## src/rtl/csf_pkg.sv

```systemverilog
// ----------------------------------------------------------------------------
// csf_pkg: shared types and constants for chunk size fusion
// Payload structs, resolved register set, register indexes and the
// fallback values that stand in for zero registers.
// ----------------------------------------------------------------------------
package csf_pkg;

	localparam int unsigned FB_STEPS = 42;
	localparam int unsigned MD_STEPS = 40;
	localparam int unsigned FD_STEPS = 40;
	localparam int unsigned AL_STEPS = 40;
	localparam int unsigned Q_DEPTH  = 4;
	localparam int unsigned Q_PTR_W  = $clog2(Q_DEPTH);

	localparam logic [30:0] RST_MIN   = 31'd262144;
	localparam logic [30:0] RST_MAX   = 31'd5242880;
	localparam logic [30:0] RST_DEF   = 31'd2097152;
	localparam logic [30:0] RST_STEP  = 31'd524288;
	localparam logic [30:0] RST_ALIGN = 31'd16384;
	localparam logic [16:0] RST_ALPHA = 17'd19661;
	localparam logic [15:0] RST_TSEC  = 16'd768;
	localparam logic [39:0] RST_NORM  = 40'd10000000;
	localparam logic [41:0] RST_FB    = 42'd5592405;
	localparam logic [16:0] ALPHA_ONE = 17'd65536;

	localparam logic [39:0] CAND_CAP   = 40'hFF_FFFF_FFFF;
	localparam logic [47:0] LOW_QUEUE  = 48'd1048576;
	localparam logic [47:0] HIGH_QUEUE = 48'd10485760;

	typedef enum logic [2:0] {
		REG_MIN_SIZE     = 3'd0,
		REG_MAX_SIZE     = 3'd1,
		REG_DEFAULT_SIZE = 3'd2,
		REG_STEP_SIZE    = 3'd3,
		REG_ALIGN_BYTES  = 3'd4,
		REG_EWMA_WEIGHT  = 3'd5,
		REG_TARGET_SEC   = 3'd6,
		REG_NORM_RATE    = 3'd7
	} reg_idx_t;

	typedef enum logic [1:0] {
		TREND_GROW   = 2'd0,
		TREND_HOLD   = 2'd1,
		TREND_SHRINK = 2'd2
	} trend_t;

	typedef struct packed {
		logic [47:0] queue_bytes;
		logic [30:0] prev_size;
		logic [39:0] filter_rate;
		logic [39:0] model_rate;
		logic [1:0]  trend;
		logic        model_valid;
		logic [15:0] weight_base;
		logic [15:0] weight_queue;
		logic [15:0] weight_ewma;
		logic [15:0] weight_trend;
		logic [15:0] weight_model;
	} req_t;

	typedef struct packed {
		logic [30:0] base_out;
		logic [30:0] queue_out;
		logic [30:0] ewma_out;
		logic [30:0] trend_out;
		logic [30:0] model_out;
		logic [30:0] fused_out;
		logic [30:0] final_size;
	} rsp_t;

	// resolved register set: fallbacks applied, limits ordered
	typedef struct packed {
		logic [30:0] mn;
		logic [30:0] mx;
		logic [30:0] df;
		logic [30:0] st;
		logic [30:0] al;
		logic [16:0] alpha;
		logic [15:0] ts;
		logic [39:0] nr;
		logic [41:0] fb;
	} cfg_t;

	// classified item handed from front to back
	typedef struct packed {
		logic [30:0]      prev;
		logic [30:0]      queue_cand;
		logic [30:0]      trend_cand;
		logic [44:0]      target;
		logic [41:0]      rate;
		logic             model_valid;
		logic [4:0][15:0] wt;
	} cls_t;

	function automatic logic [30:0] clamp40(input logic [39:0] v, input logic [30:0] lo,
		input logic [30:0] hi);
		logic [30:0] r;
		if (v < {9'b0, lo}) begin
			r = lo;
		end else if (v > {9'b0, hi}) begin
			r = hi;
		end else begin
			r = v[30:0];
		end
		return r;
	endfunction

endpackage

```

## src/rtl/csf_front.sv

```systemverilog
// ----------------------------------------------------------------------------
// csf_front: request intake and classification
// Clamps the last size, forms the cheap candidates, the EWMA target and the
// model rate, and queues the classified item for the back end.
// ----------------------------------------------------------------------------
module csf_front (
	input  logic          clk,
	input  logic          arst_n,
	input  logic          req_valid,
	output logic          req_ready,
	input  csf_pkg::req_t req,
	input  csf_pkg::cfg_t knobs,
	input  logic          cfg_busy,
	input  logic          cfg_valid,
	input  logic          pop,
	output logic          head_valid,
	output csf_pkg::cls_t head
);

	csf_pkg::cls_t cls_c;
	logic [30:0]   prev_c;
	logic [31:0]   up_c, lo_lim_c;
	logic [55:0]   tgt_prod_c;

	csf_pkg::cls_t mem_q [csf_pkg::Q_DEPTH];
	logic [csf_pkg::Q_PTR_W-1:0] wr_ptr_q, rd_ptr_q;
	logic [csf_pkg::Q_PTR_W:0]   count_q;
	logic push;

	always_comb begin
		prev_c     = csf_pkg::clamp40({9'b0, req.prev_size}, knobs.mn, knobs.mx);
		up_c       = {1'b0, prev_c} + {1'b0, knobs.st};
		lo_lim_c   = {1'b0, knobs.mn} + {1'b0, knobs.st};
		tgt_prod_c = 56'(req.filter_rate) * 56'(knobs.ts);

		cls_c      = '0;
		cls_c.prev = prev_c;

		if (req.queue_bytes < csf_pkg::LOW_QUEUE) begin
			cls_c.queue_cand = knobs.mx;
		end else if (req.queue_bytes < csf_pkg::HIGH_QUEUE) begin
			cls_c.queue_cand = knobs.df;
		end else begin
			cls_c.queue_cand = knobs.mn;
		end

		case (req.trend)
			csf_pkg::TREND_GROW:
				cls_c.trend_cand = (up_c > {1'b0, knobs.mx}) ? knobs.mx : up_c[30:0];
			csf_pkg::TREND_SHRINK:
				cls_c.trend_cand = ({1'b0, prev_c} >= lo_lim_c) ? 31'(prev_c - knobs.st)
					: knobs.mn;
			default:
				cls_c.trend_cand = prev_c;
		endcase

		// bytes moved in the target time; Q8.8 seconds over 8 bits per byte
		cls_c.target = (req.filter_rate != 40'd0) ? tgt_prod_c[55:11] : {14'b0, knobs.df};

		if (req.model_rate != 40'd0) begin
			cls_c.rate = {2'b0, req.model_rate};
		end else if (req.filter_rate != 40'd0) begin
			cls_c.rate = {2'b0, req.filter_rate};
		end else begin
			cls_c.rate = knobs.fb;
		end

		cls_c.model_valid = req.model_valid;
		cls_c.wt[0]       = req.weight_base;
		cls_c.wt[1]       = req.weight_queue;
		cls_c.wt[2]       = req.weight_ewma;
		cls_c.wt[3]       = req.weight_trend;
		cls_c.wt[4]       = req.weight_model;
	end

	// hold off while the queue is full or settings are changing
	assign req_ready  = (count_q != (csf_pkg::Q_PTR_W + 1)'(csf_pkg::Q_DEPTH)) && !cfg_busy
		&& !cfg_valid;
	assign push       = req_valid && req_ready;
	assign head_valid = (count_q != '0);
	assign head       = mem_q[rd_ptr_q];

	always_ff @(posedge clk) begin
		if (push) begin
			mem_q[wr_ptr_q] <= cls_c;
		end
	end

	always_ff @(posedge clk or negedge arst_n) begin
		if (!arst_n) begin
			wr_ptr_q <= '0;
			rd_ptr_q <= '0;
			count_q  <= '0;
		end else begin
			if (push) begin
				wr_ptr_q <= wr_ptr_q + 1'b1;
			end
			if (pop) begin
				rd_ptr_q <= rd_ptr_q + 1'b1;
			end
			if (push && !pop) begin
				count_q <= count_q + 1'b1;
			end else if (pop && !push) begin
				count_q <= count_q - 1'b1;
			end
		end
	end

endmodule

```

## config.mk

```make
export PLATFORM = sky130hd
export DESIGN_NAME = csf_front
export DESIGN_NICKNAME = d
export VERILOG_FILES = /design/src/rtl/csf_pkg.sv /design/src/rtl/csf_front.sv
export SDC_FILE = /design/constraint.sdc
export NUM_CORES = 2
export LEC_CHECK = 0
export BUFFER_PORTS_ARGS = -buffer_cell sky130_fd_sc_hd__buf_2
export CORE_UTILIZATION = 40
export CTS_CLUSTER_SIZE = 28
export DETAILED_ROUTE_END_ITERATION = 10
export GPL_TIMING_DRIVEN = 1
export PLACE_DENSITY_LB_ADDON = 0.12
export SETUP_SLACK_MARGIN = 0.05
export SYNTH_ARGS = -nofsm -noshare
export SYNTH_HDL_FRONTEND = slang
export SYNTH_SLANG_ARGS = --single-unit
export TNS_END_PERCENT = 1
```

## constraint.sdc

```tcl
create_clock -name clk -period 23.4 [get_ports clk]
set_input_delay 2.34 -clock clk [delete_from_list [all_inputs] [get_ports clk]]
set_output_delay 2.34 -clock clk [all_outputs]
set_load 0.05 [all_outputs]
```

Word-level counts from Yosys, hierarchy flattened --
Memories as Yosys holds them, arrays and structs flattened. Index checks and enable logic that the tools add are counted.
Storage, ports and cells: output and inout port bits 263, memories kept 1, flip-flop bits (word level) 7, word-level logic and storage cells 48, RAM bits 1044, input port bits 518
Memory list:
- mem_q | words 4, bits a word 261, read ports 1, clocked after memory_dff 0, wr ports 1, line csf_front.sv:25 | csf_pkg::cls_t mem_q [csf_pkg::Q_DEPTH];
Operators by class: eq/ne operators 2, magnitude comparators 6, reductions and logical operators 14, multiply operators 1, add/subtract/negate cells 7, multiplexer cells 14
Operator list (count):
- 31-bit 2-to-1 mux | 6
- 42-bit 2-to-1 mux | 2
- 40-bit nonzero test | 2
- 31-bit by 31-bit adder with 32-bit output | 2
- 31-bit case mux with 2 select lines | 1
- 40-bit by 16-bit multiplier with 56-bit output | 1
- 48-bit by 21-bit less-than comparator with 1-bit output, second input constant | 1
- 48-bit by 24-bit less-than comparator with 1-bit output, second input constant | 1
- 45-bit 2-to-1 mux | 1
- 31-bit by 32-bit >= comparator with 1-bit output | 1
- 32-bit by 31-bit greater-than comparator with 1-bit output | 1
- 31-bit greater-than comparator | 1
- 31-bit less-than comparator | 1
- 31-bit subtractor | 1
- 3-bit 2-to-1 mux | 2
- 1-bit logical AND | 5
- 2-bit by 1-bit adder with 2-bit output, second input constant | 2
- 1-bit zero test | 4
- 3-bit by 1-bit adder with 3-bit output, second input constant | 1
- 3-bit != test, second input constant | 1
- 3-bit nonzero test | 1
- 3-bit by 1-bit subtractor with 3-bit output, second input constant | 1
- 2-bit equality test, second input constant | 1
- 2-bit zero test | 1
- other kinds (2) | 3

Logic depth before layout (Yosys ltp) --
depth in word-level cells 8, gate-level depth with buffers 38, depth with buffers taken out 34

Least setup slack after synthesis --
Ideal clock, no wire load.
kind input port to flip-flop, start input cfg_valid, end memory mem_q[0][0] (netlist bit) (enable), setup slack 12903 ps, stages 2, required time 22742 ps, library setup time 658 ps, path buffers 0, arrival time 9840 ps, cell sequence a211oi_1 and3_1
On the way: cells in the longest elaborated chain, start to end 5
RTL lines:
- start, declared | line csf_front.sv:14 | input logic cfg_valid,
- 1-bit zero test | line csf_front.sv:78 | && !cfg_valid;
- 1-bit logical AND | line csf_front.sv:78
- 1-bit logical AND | line csf_front.sv:79 | assign push = req_valid && req_ready;
- 1-bit 2-to-1 mux | line csf_front.sv:84 | if (push) begin
- 1-bit 2-to-1 mux (not written as such) | line csf_front.sv:85 | mem_q[wr_ptr_q] <= cls_c;
- end, declared | line csf_front.sv:25
No other way between the ends.

==> impl_metrics.tcl <==
set metrics [dict create \
    ys_seq_area_frac 0.463 \
    die_h_um 415 \
    nets 7238 \
    fmax_mhz 85.4 \
    hold_end "count_q[2]" \
    gp_congestion 0.915 \
    syn-num-nets 6639 \
    setup_viol 0 \
    grt_overflow 0 \
    ant_nets 0 \
    cp-startpoint "knobs[237]" \
    first_pass_iters 5 \
    cts_inserted_buffers 117 \
    ys_ff_latch 1051 \
    synth_ff_type "edfxtp_1" \
    avgSynthCellArea_um2 13.0 \
    syn_inst 5243 \
    status "finished clean" \
    synth_edf_count 1044 \
    hold_path.class "reg2reg" \
    viasPerCell 5.48 \
    cp.required_ns 23.82 \
    vias 44683 \
    synth_top_area_share 0.460 \
    max_stage_delay_ns 0.95 \
    cp_max_fo 59 \
    clock_skew_ns 0.0524 \
    antenna_found_initial 23 \
    tns_ns 0 \
    ys_warn_count 0 \
    cts_tree "yes" \
    path_clk_slew_ns 0.06 \
    hold_violations 0 \
    worstSetupPathType "in2reg" \
    finalMaxSlewViolations 0 \
    clockBufferDepth 3 \
    drtIter0Drc 3180 \
    timing.rr.end "mem_q[3][159]" \
    post-route-drc-count 0 \
    worst_path_dominant_cell_family "compound AO/OA/AOI/OAI gates" \
    relSlewSlack 0.185 \
    timing.reg2reg.setup_slack_ns 19.39 \
    async_reset_ff_frac 0.00666 \
    grt_usage 0.250 \
    cp-end-kind "flip-flop" \
    clock_latency_ns 0.77 \
    whs_path_depth 1 \
    area_growth_pct 14.0 \
    critPathLaunchType "primary input" \
    hold_buffers 0 \
    grt_max_degree 118 \
    htreeDepth 3 \
    yosys-top-cells-area "edfxtp_1, fa_1, mux4_2, ha_1, nand2_1" \
    post-route-min-period_ns 11.71 \
    hp-start "count_q[2]" \
    rows 151 \
    worst_slew_pin_slew_ns 1.21 \
    clkSinkCount 1051 \
    grt_pass1_wl_um 315000 \
    cp_num_buf_inv 6 \
    yosysUniqueCellTypes 90 \
    io_buffers 672 \
    grt_pass1_vias 45900 \
    rsz0062_at_grt "false" \
    cpMaxStageDelayCell "o21ai_0" \
    critPathArrivalTime_ns 12.13 \
    layout-drive-gt1-share 0.208 \
    worstRegToRegCells 5 \
    r2r-start "count_q[0]" \
    dieWidth_um 415 \
    wirelength_um 214000 \
    syn_area_mm2 0.0681 \
    drv_cap 0 \
    core_mm2 0.169 \
    final_common_cell "edfxtp_1" \
    final_cell_mix "edfxtp_1, buf_2, nand2_1" \
    wl_per_cell_um 26.3 \
    pin_count 781 \
    die_area_mm2 0.172 \
    initial_core_util 0.402 \
    cpMostUsedCell "a21oi_1" \
    post_cts_buffers 0 \
    ctsRootBufferMaster "clkbuf_16" \
    fin_crit_sh 0.501 \
    post_cts_resized 0 \
    yosysTopAreaCell "edfxtp_1" \
    hpwl_um 158000 \
]
per-stage QoR:
step                      utilization  cell area, um^2  hold slack [ns]  std cells  worst slack, ns
after global routing            0.459            77700            0.513       8157            11.29
after global placement          0.437            73900            0.480       7941            11.17
after CTS                       0.459            77700            0.493       8154            11.88
after floorplan                     -            68100            0.456       5243            12.90
final                           0.459            77700            0.491       8161            11.69
after detailed placement        0.437            73900            0.480       7941            11.08
worst max-delay path by stage:
stage               cells after the start  slack [ns]             to
finish                                 33       11.69  mem_q[0][186]
global route                           34       11.29  mem_q[0][183]
CTS                                    34       11.88  mem_q[0][183]
global placement                       34       11.17  mem_q[0][183]
floorplan                               2       12.90    mem_q[0][0]
detailed placement                     34       11.08  mem_q[1][183]
cells in the mapped netlist, types with 73 or more instances:
master    number
and2_1       168
clkbuf_1     210
ha_1         345
a21o_1        79
fa_1         533
mux4_2       261
o21ai_0      159
a21oi_1      218
xnor2_1       73
inv_1        622
mux2i_1       83
nand2_1      664
nor2_1       132
edfxtp_1    1044
registers in the layout, summed over array words and instances (netlist names):
name / count
count_q: 3
mem_q: 1044
rd_ptr_q: 2
wr_ptr_q: 2
per-layer routing:
layer  routed length (um)  GRT usage
met1                89300      0.329
met2               104000      0.413
met3                12000     0.0399
met4                 9350      0.101
met5                  100          0
kinds of logic (layout without fill, tap and decap cells):
group	count (synthesis)	after routing	share of synthesized area
flops	1051	1051	0.463
other cells	0	7	0
compound gates	728	728	0.0687
simple gates	1208	1208	0.0815
xor+xnor	117	117	0.0150
mux	367	367	0.102
buf+inv	894	1587	0.0497
fa+ha+maj	878	878	0.220
area by class of cell:
class | instances | area, um^2
clock inverter | 70 | 736
multi-input combinational | 3298 | 33300
tap | 2218 | 2780
timing repair buffer | 750 | 3970
inverter | 624 | 2340
clock buffer | 143 | 3030
sequential | 1051 | 31500
fill | 15435 | 91600
antenna | 7 | 17.5
Power is not shown: default switching activity piles up to over one toggle a cycle in this logic, so the estimate is an artifact.
