==> config.mk <==
export PLATFORM = sky130hd
export DESIGN_NAME = csf_cfg
export DESIGN_NICKNAME = d
export VERILOG_FILES = /design/src/rtl/csf_pkg.sv /design/src/rtl/csf_cfg.sv
export SDC_FILE = /design/constraint.sdc
export NUM_CORES = 1
export LEC_CHECK = 0
export ABC_AREA = 1
export BUFFER_PORTS_ARGS = -buffer_cell sky130_fd_sc_hd__buf_2
export CAP_MARGIN = 40
export CORE_MARGIN = 3
export CORE_UTILIZATION = 50
export CTS_BUF_LIST = sky130_fd_sc_hd__clkbuf_4
export DETAILED_ROUTE_END_ITERATION = 7
export GPL_ROUTABILITY_DRIVEN = 0
export PLACE_DENSITY = 0.75
export SLEW_MARGIN = 10
export SYNTH_ARGS = -nofsm -noshare
export SYNTH_HDL_FRONTEND = slang
export SYNTH_SLANG_ARGS = --single-unit
==> constraint.sdc <==
create_clock -name clk -period 3.6 [get_ports clk]
set_input_delay 0.54 -clock clk [delete_from_list [all_inputs] [get_ports clk]]
set_output_delay 0.54 -clock clk [all_outputs]
set_load 0.05 [all_outputs]
==> src/rtl/csf_pkg.sv <==
// ----------------------------------------------------------------------------
// csf_pkg: shared types and constants for chunk size fusion
// Payload structs, resolved register set, register indexes and the
// fallback values that stand in for zero registers.
// ----------------------------------------------------------------------------
package csf_pkg;

	localparam int unsigned FB_STEPS = 42;
	localparam int unsigned MD_STEPS = 40;
	localparam int unsigned FD_STEPS = 40;
	localparam int unsigned AL_STEPS = 40;
	localparam int unsigned Q_DEPTH  = 4;
	localparam int unsigned Q_PTR_W  = $clog2(Q_DEPTH);

	localparam logic [30:0] RST_MIN   = 31'd262144;
	localparam logic [30:0] RST_MAX   = 31'd5242880;
	localparam logic [30:0] RST_DEF   = 31'd2097152;
	localparam logic [30:0] RST_STEP  = 31'd524288;
	localparam logic [30:0] RST_ALIGN = 31'd16384;
	localparam logic [16:0] RST_ALPHA = 17'd19661;
	localparam logic [15:0] RST_TSEC  = 16'd768;
	localparam logic [39:0] RST_NORM  = 40'd10000000;
	localparam logic [41:0] RST_FB    = 42'd5592405;
	localparam logic [16:0] ALPHA_ONE = 17'd65536;

	localparam logic [39:0] CAND_CAP   = 40'hFF_FFFF_FFFF;
	localparam logic [47:0] LOW_QUEUE  = 48'd1048576;
	localparam logic [47:0] HIGH_QUEUE = 48'd10485760;

	typedef enum logic [2:0] {
		REG_MIN_SIZE     = 3'd0,
		REG_MAX_SIZE     = 3'd1,
		REG_DEFAULT_SIZE = 3'd2,
		REG_STEP_SIZE    = 3'd3,
		REG_ALIGN_BYTES  = 3'd4,
		REG_EWMA_WEIGHT  = 3'd5,
		REG_TARGET_SEC   = 3'd6,
		REG_NORM_RATE    = 3'd7
	} reg_idx_t;

	typedef enum logic [1:0] {
		TREND_GROW   = 2'd0,
		TREND_HOLD   = 2'd1,
		TREND_SHRINK = 2'd2
	} trend_t;

	typedef struct packed {
		logic [47:0] queue_bytes;
		logic [30:0] prev_size;
		logic [39:0] filter_rate;
		logic [39:0] model_rate;
		logic [1:0]  trend;
		logic        model_valid;
		logic [15:0] weight_base;
		logic [15:0] weight_queue;
		logic [15:0] weight_ewma;
		logic [15:0] weight_trend;
		logic [15:0] weight_model;
	} req_t;

	typedef struct packed {
		logic [30:0] base_out;
		logic [30:0] queue_out;
		logic [30:0] ewma_out;
		logic [30:0] trend_out;
		logic [30:0] model_out;
		logic [30:0] fused_out;
		logic [30:0] final_size;
	} rsp_t;

	// resolved register set: fallbacks applied, limits ordered
	typedef struct packed {
		logic [30:0] mn;
		logic [30:0] mx;
		logic [30:0] df;
		logic [30:0] st;
		logic [30:0] al;
		logic [16:0] alpha;
		logic [15:0] ts;
		logic [39:0] nr;
		logic [41:0] fb;
	} cfg_t;

	// classified item handed from front to back
	typedef struct packed {
		logic [30:0]      prev;
		logic [30:0]      queue_cand;
		logic [30:0]      trend_cand;
		logic [44:0]      target;
		logic [41:0]      rate;
		logic             model_valid;
		logic [4:0][15:0] wt;
	} cls_t;

	function automatic logic [30:0] clamp40(input logic [39:0] v, input logic [30:0] lo,
		input logic [30:0] hi);
		logic [30:0] r;
		if (v < {9'b0, lo}) begin
			r = lo;
		end else if (v > {9'b0, hi}) begin
			r = hi;
		end else begin
			r = v[30:0];
		end
		return r;
	endfunction

endpackage

==> src/rtl/csf_cfg.sv <==
// ----------------------------------------------------------------------------
// csf_cfg: register file and resolved settings
// Holds the written registers, resolves fallbacks each cycle and recomputes
// the fallback rate with a serial divider after every write.
// ----------------------------------------------------------------------------
module csf_cfg (
	input  logic          clk,
	input  logic          arst_n,
	input  logic          cfg_valid,
	output logic          cfg_ready,
	input  logic [2:0]    cfg_index,
	input  logic [39:0]   cfg_data,
	output csf_pkg::cfg_t knobs,
	output logic          busy
);

	logic [30:0] min_q, max_q, def_q, step_q, align_q;
	logic [16:0] alpha_q;
	logic [15:0] tsec_q;
	logic [39:0] norm_q;

	logic [30:0] mn_c, mx0_c, mx_c, df0_c, df_c;
	csf_pkg::cfg_t knobs_q;

	logic [5:0]  cnt_q;
	logic [41:0] num_q;
	logic [15:0] rem_q;
	logic [16:0] fb_t;
	logic        fb_ge;
	logic [15:0] fb_rem_nx;
	logic [41:0] fb_num_nx;

	assign cfg_ready = 1'b1;

	always_ff @(posedge clk or negedge arst_n) begin
		if (!arst_n) begin
			min_q   <= csf_pkg::RST_MIN;
			max_q   <= csf_pkg::RST_MAX;
			def_q   <= csf_pkg::RST_DEF;
			step_q  <= csf_pkg::RST_STEP;
			align_q <= csf_pkg::RST_ALIGN;
			alpha_q <= csf_pkg::RST_ALPHA;
			tsec_q  <= csf_pkg::RST_TSEC;
			norm_q  <= csf_pkg::RST_NORM;
		end else if (cfg_valid) begin
			unique case (cfg_index)
				csf_pkg::REG_MIN_SIZE:     min_q   <= cfg_data[30:0];
				csf_pkg::REG_MAX_SIZE:     max_q   <= cfg_data[30:0];
				csf_pkg::REG_DEFAULT_SIZE: def_q   <= cfg_data[30:0];
				csf_pkg::REG_STEP_SIZE:    step_q  <= cfg_data[30:0];
				csf_pkg::REG_ALIGN_BYTES:  align_q <= cfg_data[30:0];
				csf_pkg::REG_EWMA_WEIGHT:  alpha_q <= cfg_data[16:0];
				csf_pkg::REG_TARGET_SEC:   tsec_q  <= cfg_data[15:0];
				csf_pkg::REG_NORM_RATE:    norm_q  <= cfg_data;
				default: ;
			endcase
		end
	end

	always_comb begin
		mn_c  = (min_q != 31'd0) ? min_q : csf_pkg::RST_MIN;
		mx0_c = (max_q != 31'd0) ? max_q : csf_pkg::RST_MAX;
		mx_c  = (mx0_c < mn_c) ? mn_c : mx0_c;
		df0_c = (def_q != 31'd0) ? def_q : csf_pkg::RST_DEF;
		if (df0_c < mn_c) begin
			df_c = mn_c;
		end else if (df0_c > mx_c) begin
			df_c = mx_c;
		end else begin
			df_c = df0_c;
		end
	end

	// one quotient bit of df * 2048 / ts per cycle
	always_comb begin
		fb_t      = {rem_q, num_q[41]};
		fb_ge     = (fb_t >= {1'b0, knobs_q.ts});
		fb_rem_nx = fb_ge ? 16'(fb_t - {1'b0, knobs_q.ts}) : fb_t[15:0];
		fb_num_nx = {num_q[40:0], fb_ge};
	end

	always_ff @(posedge clk or negedge arst_n) begin
		if (!arst_n) begin
			cnt_q <= 6'd0;
		end else if (cfg_valid) begin
			cnt_q <= 6'(csf_pkg::FB_STEPS + 2);
		end else if (cnt_q != 6'd0) begin
			cnt_q <= cnt_q - 6'd1;
		end
	end

	always_ff @(posedge clk) begin
		if (cnt_q == 6'(csf_pkg::FB_STEPS + 1)) begin
			num_q <= {knobs_q.df, 11'b0};
			rem_q <= 16'd0;
		end else if (cnt_q != 6'd0) begin
			num_q <= fb_num_nx;
			rem_q <= fb_rem_nx;
		end
	end

	always_ff @(posedge clk or negedge arst_n) begin
		if (!arst_n) begin
			knobs_q.mn    <= csf_pkg::RST_MIN;
			knobs_q.mx    <= csf_pkg::RST_MAX;
			knobs_q.df    <= csf_pkg::RST_DEF;
			knobs_q.st    <= csf_pkg::RST_STEP;
			knobs_q.al    <= csf_pkg::RST_ALIGN;
			knobs_q.alpha <= csf_pkg::RST_ALPHA;
			knobs_q.ts    <= csf_pkg::RST_TSEC;
			knobs_q.nr    <= csf_pkg::RST_NORM;
			knobs_q.fb    <= csf_pkg::RST_FB;
		end else begin
			knobs_q.mn    <= mn_c;
			knobs_q.mx    <= mx_c;
			knobs_q.df    <= df_c;
			knobs_q.st    <= (step_q != 31'd0) ? step_q : csf_pkg::RST_STEP;
			knobs_q.al    <= (align_q != 31'd0) ? align_q : csf_pkg::RST_ALIGN;
			knobs_q.alpha <= (alpha_q > csf_pkg::ALPHA_ONE) ? csf_pkg::ALPHA_ONE : alpha_q;
			knobs_q.ts    <= (tsec_q != 16'd0) ? tsec_q : csf_pkg::RST_TSEC;
			knobs_q.nr    <= (norm_q != 40'd0) ? norm_q : csf_pkg::RST_NORM;
			if (cnt_q == 6'd1 && !cfg_valid) begin
				knobs_q.fb <= fb_num_nx;
			end
		end
	end

	assign knobs = knobs_q;
	assign busy  = (cnt_q != 6'd0);

endmodule

Yosys cells after proc, flatten, opt, wreduce, memory -nomap -nowiden --
Cells that the tools add are included.
Word-level totals: flip-flop bits (word level) 562, input bits 46, output and inout port bits 272, logic and storage cells 74
Cells by class: add/sub/neg operators 2, order comparisons 5, equality and inequality tests 9, muxes and demuxes 16, reductions and logical operators 21
Operators by type and width (number):
- $mux 31 | 8
- $reduce_bool 31->1 | 5
- $mux 42 | 2
- $lt 31x31->1 | 2
- $mux 40 | 1
- $reduce_bool 40->1 | 1
- $mux 16 | 2
- $gt 31x31->1 | 1
- $ge 17x16->1 | 1
- $gt 17x17->1 const B | 1
- $mux 17 | 1
- $reduce_and 2->1 | 8
- $reduce_bool 16->1 | 1
- $sub 16x16->16 | 1
- $eq 3x3->1 const B | 4
- $mux 6 | 2
- $eq 3x2->1 const B | 2
- $eq 6x1->1 const B | 1
- $eq 6x6->1 const B | 1
- $reduce_bool 6->1 | 1
- $sub 6x1->6 const B | 1
- $reduce_bool 2->1 | 2
- $eq 3x1->1 const B | 1
- $logic_not 3->1 | 1
- other kinds (2) | 2

Longest topological paths before layout --
depth in word-level cells 7, depth in mapped cells 33, depth with buffers taken out 31

Worst setup path before layout --
No wires, ideal clock.
path kind register to register, from register min_q[13], to register knobs_q, in the netlist knobs[198], library setup time 0.073 ns, arrival time 3.683 ns, required time 3.527 ns, path slack -0.156 ns, stages on the path, launching flop included 33, buffers on the path 2, period minus slack after synthesis 3.756 ns, cells stage by stage dfrtp_1 -> inv_1 -> nand4_1 -> nor2_1 -> nand2_1 -> o21ai_0 -> inv_1 -> ha_1 -> nand2_1 -> inv_1 -> nand2_1 -> nand2_1 -> nand2_1 -> nand2_1 -> a21oi_4 -> buf_2 -> nand3_1 -> nand2_2 -> inv_1 -> ha_1 -> nand2_1 -> nor2_1 -> inv_1 -> nor2_1 -> nand2_1 -> nand2_1 -> nand2_1 -> nand2_1 -> nand2_1 -> inv_1 -> buf_2 -> nand2_1 -> a21oi_1
Between the ends: word-level cells in the longest chain between the ends 7, elaborated cells between the ends (all ways) 8, those cells by class order compare: 3; mux: 4; reduce/logical: 1
RTL lines:
- start, declared | line csf_cfg.sv:17 | logic [30:0] min_q, max_q, def_q, step_q, align_q;
- start signal, assigned | line csf_cfg.sv:37 | min_q <= csf_pkg::RST_MIN;
- start signal, assigned | line csf_cfg.sv:47 | csf_pkg::REG_MIN_SIZE: min_q <= cfg_data[30:0];
- $reduce_bool 31->1 | line csf_cfg.sv:61 | mn_c = (min_q != 31'd0) ? min_q : csf_pkg::RST_MIN;
- $mux 31 | line csf_cfg.sv:61
- named net mn_c[18] | line csf_cfg.sv:22 | logic [30:0] mn_c, mx0_c, mx_c, df0_c, df_c;
- $lt 31x31->1 | line csf_cfg.sv:63 | mx_c = (mx0_c < mn_c) ? mn_c : mx0_c;
- $mux 31 | line csf_cfg.sv:63
- named net mx_c[14] | line csf_cfg.sv:22
- $gt 31x31->1 | line csf_cfg.sv:67 | end else if (df0_c > mx_c) begin
- $mux 31 | line csf_cfg.sv:67
- $mux 31 | line csf_cfg.sv:65 | if (df0_c < mn_c) begin
- named net df_c[21] | line csf_cfg.sv:22
- end, declared | line csf_cfg.sv:23 | csf_pkg::cfg_t knobs_q;
The timed path passes the listed nets, and every way through them passes these cells. A chain may end at the register's enable or synchronous reset.

Final worst setup path --
from register max_q[1], to register knobs_q, in the netlist knobs[177]
Between the ends: word-level cells in the longest chain between the ends 7
RTL lines:
- start, declared | line csf_cfg.sv:17
- start signal, assigned | line csf_cfg.sv:38 | max_q <= csf_pkg::RST_MAX;
- start signal, assigned | line csf_cfg.sv:48 | csf_pkg::REG_MAX_SIZE: max_q <= cfg_data[30:0];
- $reduce_bool 31->1 | line csf_cfg.sv:62 | mx0_c = (max_q != 31'd0) ? max_q : csf_pkg::RST_MAX;
- $mux 31 (*) | line csf_cfg.sv:62
- $lt 31x31->1 | line csf_cfg.sv:63
- $mux 31 (*) | line csf_cfg.sv:63
- named net mx_c[3] | line csf_cfg.sv:22
- $gt 31x31->1 (*) | line csf_cfg.sv:67
- $mux 31 (*) | line csf_cfg.sv:67
- $mux 31 (*) | line csf_cfg.sv:65
- named net df_c[0] | line csf_cfg.sv:22
The timed path passes the listed nets; every way through them passes the cells marked *.

==> flow_summary.json <==
{
  "outcome": "finished, violations left",
  "violations": "setup timing",
  "core-area_sq_um": 47950,
  "tightest_slew_ns": 0.8833,
  "cp_data_arrival_time_ns": 4.97,
  "num-fill-cells": 3746,
  "synth_edf_count": 31,
  "hold_end": "min_q[7]$_DFFE_PN0P_",
  "htreeDepth": 4,
  "die_h_um": 226.8,
  "crit_path_start_kind": "flip-flop",
  "overflow": 0,
  "synthTopCellsByArea": "dfrtp_1, nand2_1, dfstp_2, o21ai_0, ha_1",
  "cts_buffer_depth": 3,
  "endpoint_kind": "flip-flop",
  "clockRootBuffer": "clkbuf_4",
  "crit_path_top_delay_cell": "dfrtp_1",
  "hold_depth": 4,
  "power_uw": 24890,
  "numPortBuffers": 316,
  "ant_nets": 0,
  "clkLatencyLatePin_ns": 0.99,
  "cp_slowest_stage_delay_ns": 0.38,
  "ys_async_sr_fraction_pct": 89.68,
  "worstPathMaxFanout": 8,
  "holdWs_ns": 0.1628,
  "cts_tree": "yes",
  "clock_skew_ns": 0.06452,
  "pwr_density_cell_nw_per_um2": 828.9,
  "synth_top_cell_by_area": "dfrtp_1",
  "drive_above_1_share_pct": 28.88,
  "synth_nets": 2828,
  "max_slew_margin_pct": 40.97,
  "ys_seq_elements": 562,
  "fin_crit_ns": 4.163,
  "numCtsBuffers": 144,
  "routedWlPerCell_um": 18.47,
  "crit_top_cell": "nand2_1",
  "ys.flop_type": "dfrtp_1",
  "dr.pass1.iters": 6,
  "grt_usage_pct": 27.29,
  "route.detailed.drc": 0,
  "antenna_found_initial": 2,
  "finalCritPeriodShare_pct": 115.6,
  "ys_seq_area_share_pct": 58.07,
  "io_pins": 318,
  "rows": 80,
  "cts.sinks": 562,
  "regToRegSetupSlack_ns": -0.56,
  "start_util_pct": 50.85,
  "syn_to_final_growth_pct": 23.18,
  "peakVddDrop_uv": 604.3,
  "holdCritStartpoint": "cfg_index[2]",
  "r2r_cells": 29,
  "dpl.hpwl_mm": 48.19,
  "rsz0062_at_grt": "yes",
  "viasPerCell": 5.342,
  "die-width_um": 226.8,
  "max_cap_viol_count": 0,
  "fin_nets": 3229,
  "via_count": 20330,
  "routed_wl_mm": 70.28,
  "r2r-start": "max_q[1]$_DFFE_PN0P_",
  "first_iter_violations": 1545,
  "netlist_area_sq_um": 24380,
  "avgSynthCellArea_sq_um": 9.132,
  "leakagePower_uw": 0.01543,
  "slew_violations": 0,
  "hp-class": "in2reg",
  "path_class": "reg2reg",
  "fmax_ghz": 0.2402,
  "synth_top_area_share_pct": 45.57,
  "r2r-end": "knobs[177]$_DFF_PN0_",
  "synth_cell_types": 47,
  "final_hold_viol_count": 0,
  "grt_pass1_wl_mm": 108.6,
  "utilization_pct": 62.64,
  "ys.warnings.count": 0,
  "yosysMostFrequentCell": "nand2_1",
  "finalSetupViolCount": 31,
  "synth_cells": 2670,
  "grt_pass1_vias": 20470,
  "grt_max_degree": 102,
  "clkTransAtPathRegs_ns": 0.06,
  "fin_ws_ns": -0.5632,
  "worstPathRequired_ns": 4.41,
  "synth_common_cells": "nand2_1, dfrtp_1, inv_1, o21ai_0, clkbuf_1",
  "die_area_sq_um": 51450
}
==> cell usage in the layout (no fill, tap or decap), types with 66 or more instances in the layout <==
master	instances
dfrtp_1	444
nand2_1	581
nand3_1	66
clkbuf_4	211
a21oi_1	107
nor2_1	130
o21ai_0	283
inv_1	276
buf_2	315
ha_1	99
buf_4	161
==> report_power, final <==
| part | switching [uW] | internal (uW) | total [uW] |
|---|---|---|---|
| Combinational | 6960 | 3310 | 10300 |
| Sequential | 993 | 8030 | 9020 |
| Clock | 2680 | 2930 | 5600 |
==> registers in the layout (all words and copies together) (netlist names), 17 cells and up <==
signal   flops
knobs      270
num_q       42
norm_q      40
align_q     31
def_q       31
max_q       31
min_q       31
step_q      31
alpha_q     17
==> timing repair <==
item / 4_1_cts / 5_1_grt
pin swaps: 11 / 36
gates cloned: 3 / 3
buffers inserted: 4 / 13
resized for setup: 50 / 51
hold endpoints to repair: 208 / 0
setup endpoints to repair: 31 / 31
hold buffers: 46 / 0
==> critical path, delay by kind of cell, from the launching register on <==
kind,cells,cell delay [ns]
fa+ha+maj,2,0.54
simple gates,18,1.73
flops,1,0.38
buf+inv,4,0.57
compound gates,5,0.77
==> final cells by class <==
| class | instances | area [sq um] | share of cell area [%] |
|---|---|---|---|
| flip-flops and latches | 562 | 14160 | 47.14 |
| multi-input cells | 1531 | 8443 | 28.11 |
| repair buffers | 544 | 3661 | 12.19 |
| clock buffers | 211 | 1584 | 5.274 |
| inverters | 288 | 1097 | 3.654 |
| well taps | 615 | 769.5 | 2.562 |
| clock inverters | 50 | 310.3 | 1.033 |
| diodes | 4 | 10.01 | 0.03333 |
==> metrics by stage <==
stage,instance area [sq um],TNS [ns],instances,setup slack [ns]
6_report,30030,-16.21,3805,-0.5632
3_3_place_gp,26880,-17.42,3468,-0.5671
4_1_cts,29590,-11.22,3785,-0.4138
3_5_place_dp,26930,-22.04,3471,-0.7626
5_1_grt,30030,-25.51,3803,-0.8539
2_1_floorplan,24420,0,2670,0.001978
==> how the worst max path moves through the flow <==
stage	startpoint	end	slack [ns]	depth (start not counted)
floorplan	max_q[24]$_DFFE_PN0P_	knobs[187]$_DFF_PN0_	0.002	26
global placement	min_q[2]$_DFFE_PN0P_	knobs[202]$_DFF_PN0_	-0.57	30
detailed placement	min_q[2]$_DFFE_PN0P_	knobs[203]$_DFF_PN0_	-0.76	30
CTS	max_q[24]$_DFFE_PN0P_	knobs[198]$_DFF_PN1_	-0.41	27
global route	max_q[1]$_DFFE_PN0P_	knobs[205]$_DFF_PN0_	-0.85	29
finish	max_q[1]$_DFFE_PN0P_	knobs[177]$_DFF_PN0_	-0.56	29
==> routing by layer <==
| metal | global-route usage, % | wire length [um] |
|---|---|---|
| met1 | 35.42 | 28530 |
| met2 | 41.88 | 32020 |
| met4 | 13.67 | 3174 |
| met3 | 8.156 | 6552 |
| met5 | 0 | 0 |
==> kinds of logic (layout without fill, tap and decap cells) <==
logic type / after synthesis / after routing / synth area share (%)
buf+inv: 579 / 1093 / 9.196
flops: 562 / 562 / 58.07
xor+xnor: 5 / 5 / 0.1796
fa+ha+maj: 112 / 112 / 5.778
simple gates: 934 / 936 / 16.17
other cells: 1 / 5 / 0.01538
compound gates: 468 / 468 / 10.17
mux: 9 / 9 / 0.4157
No activity file was read; power rests on OpenSTA's default activity.
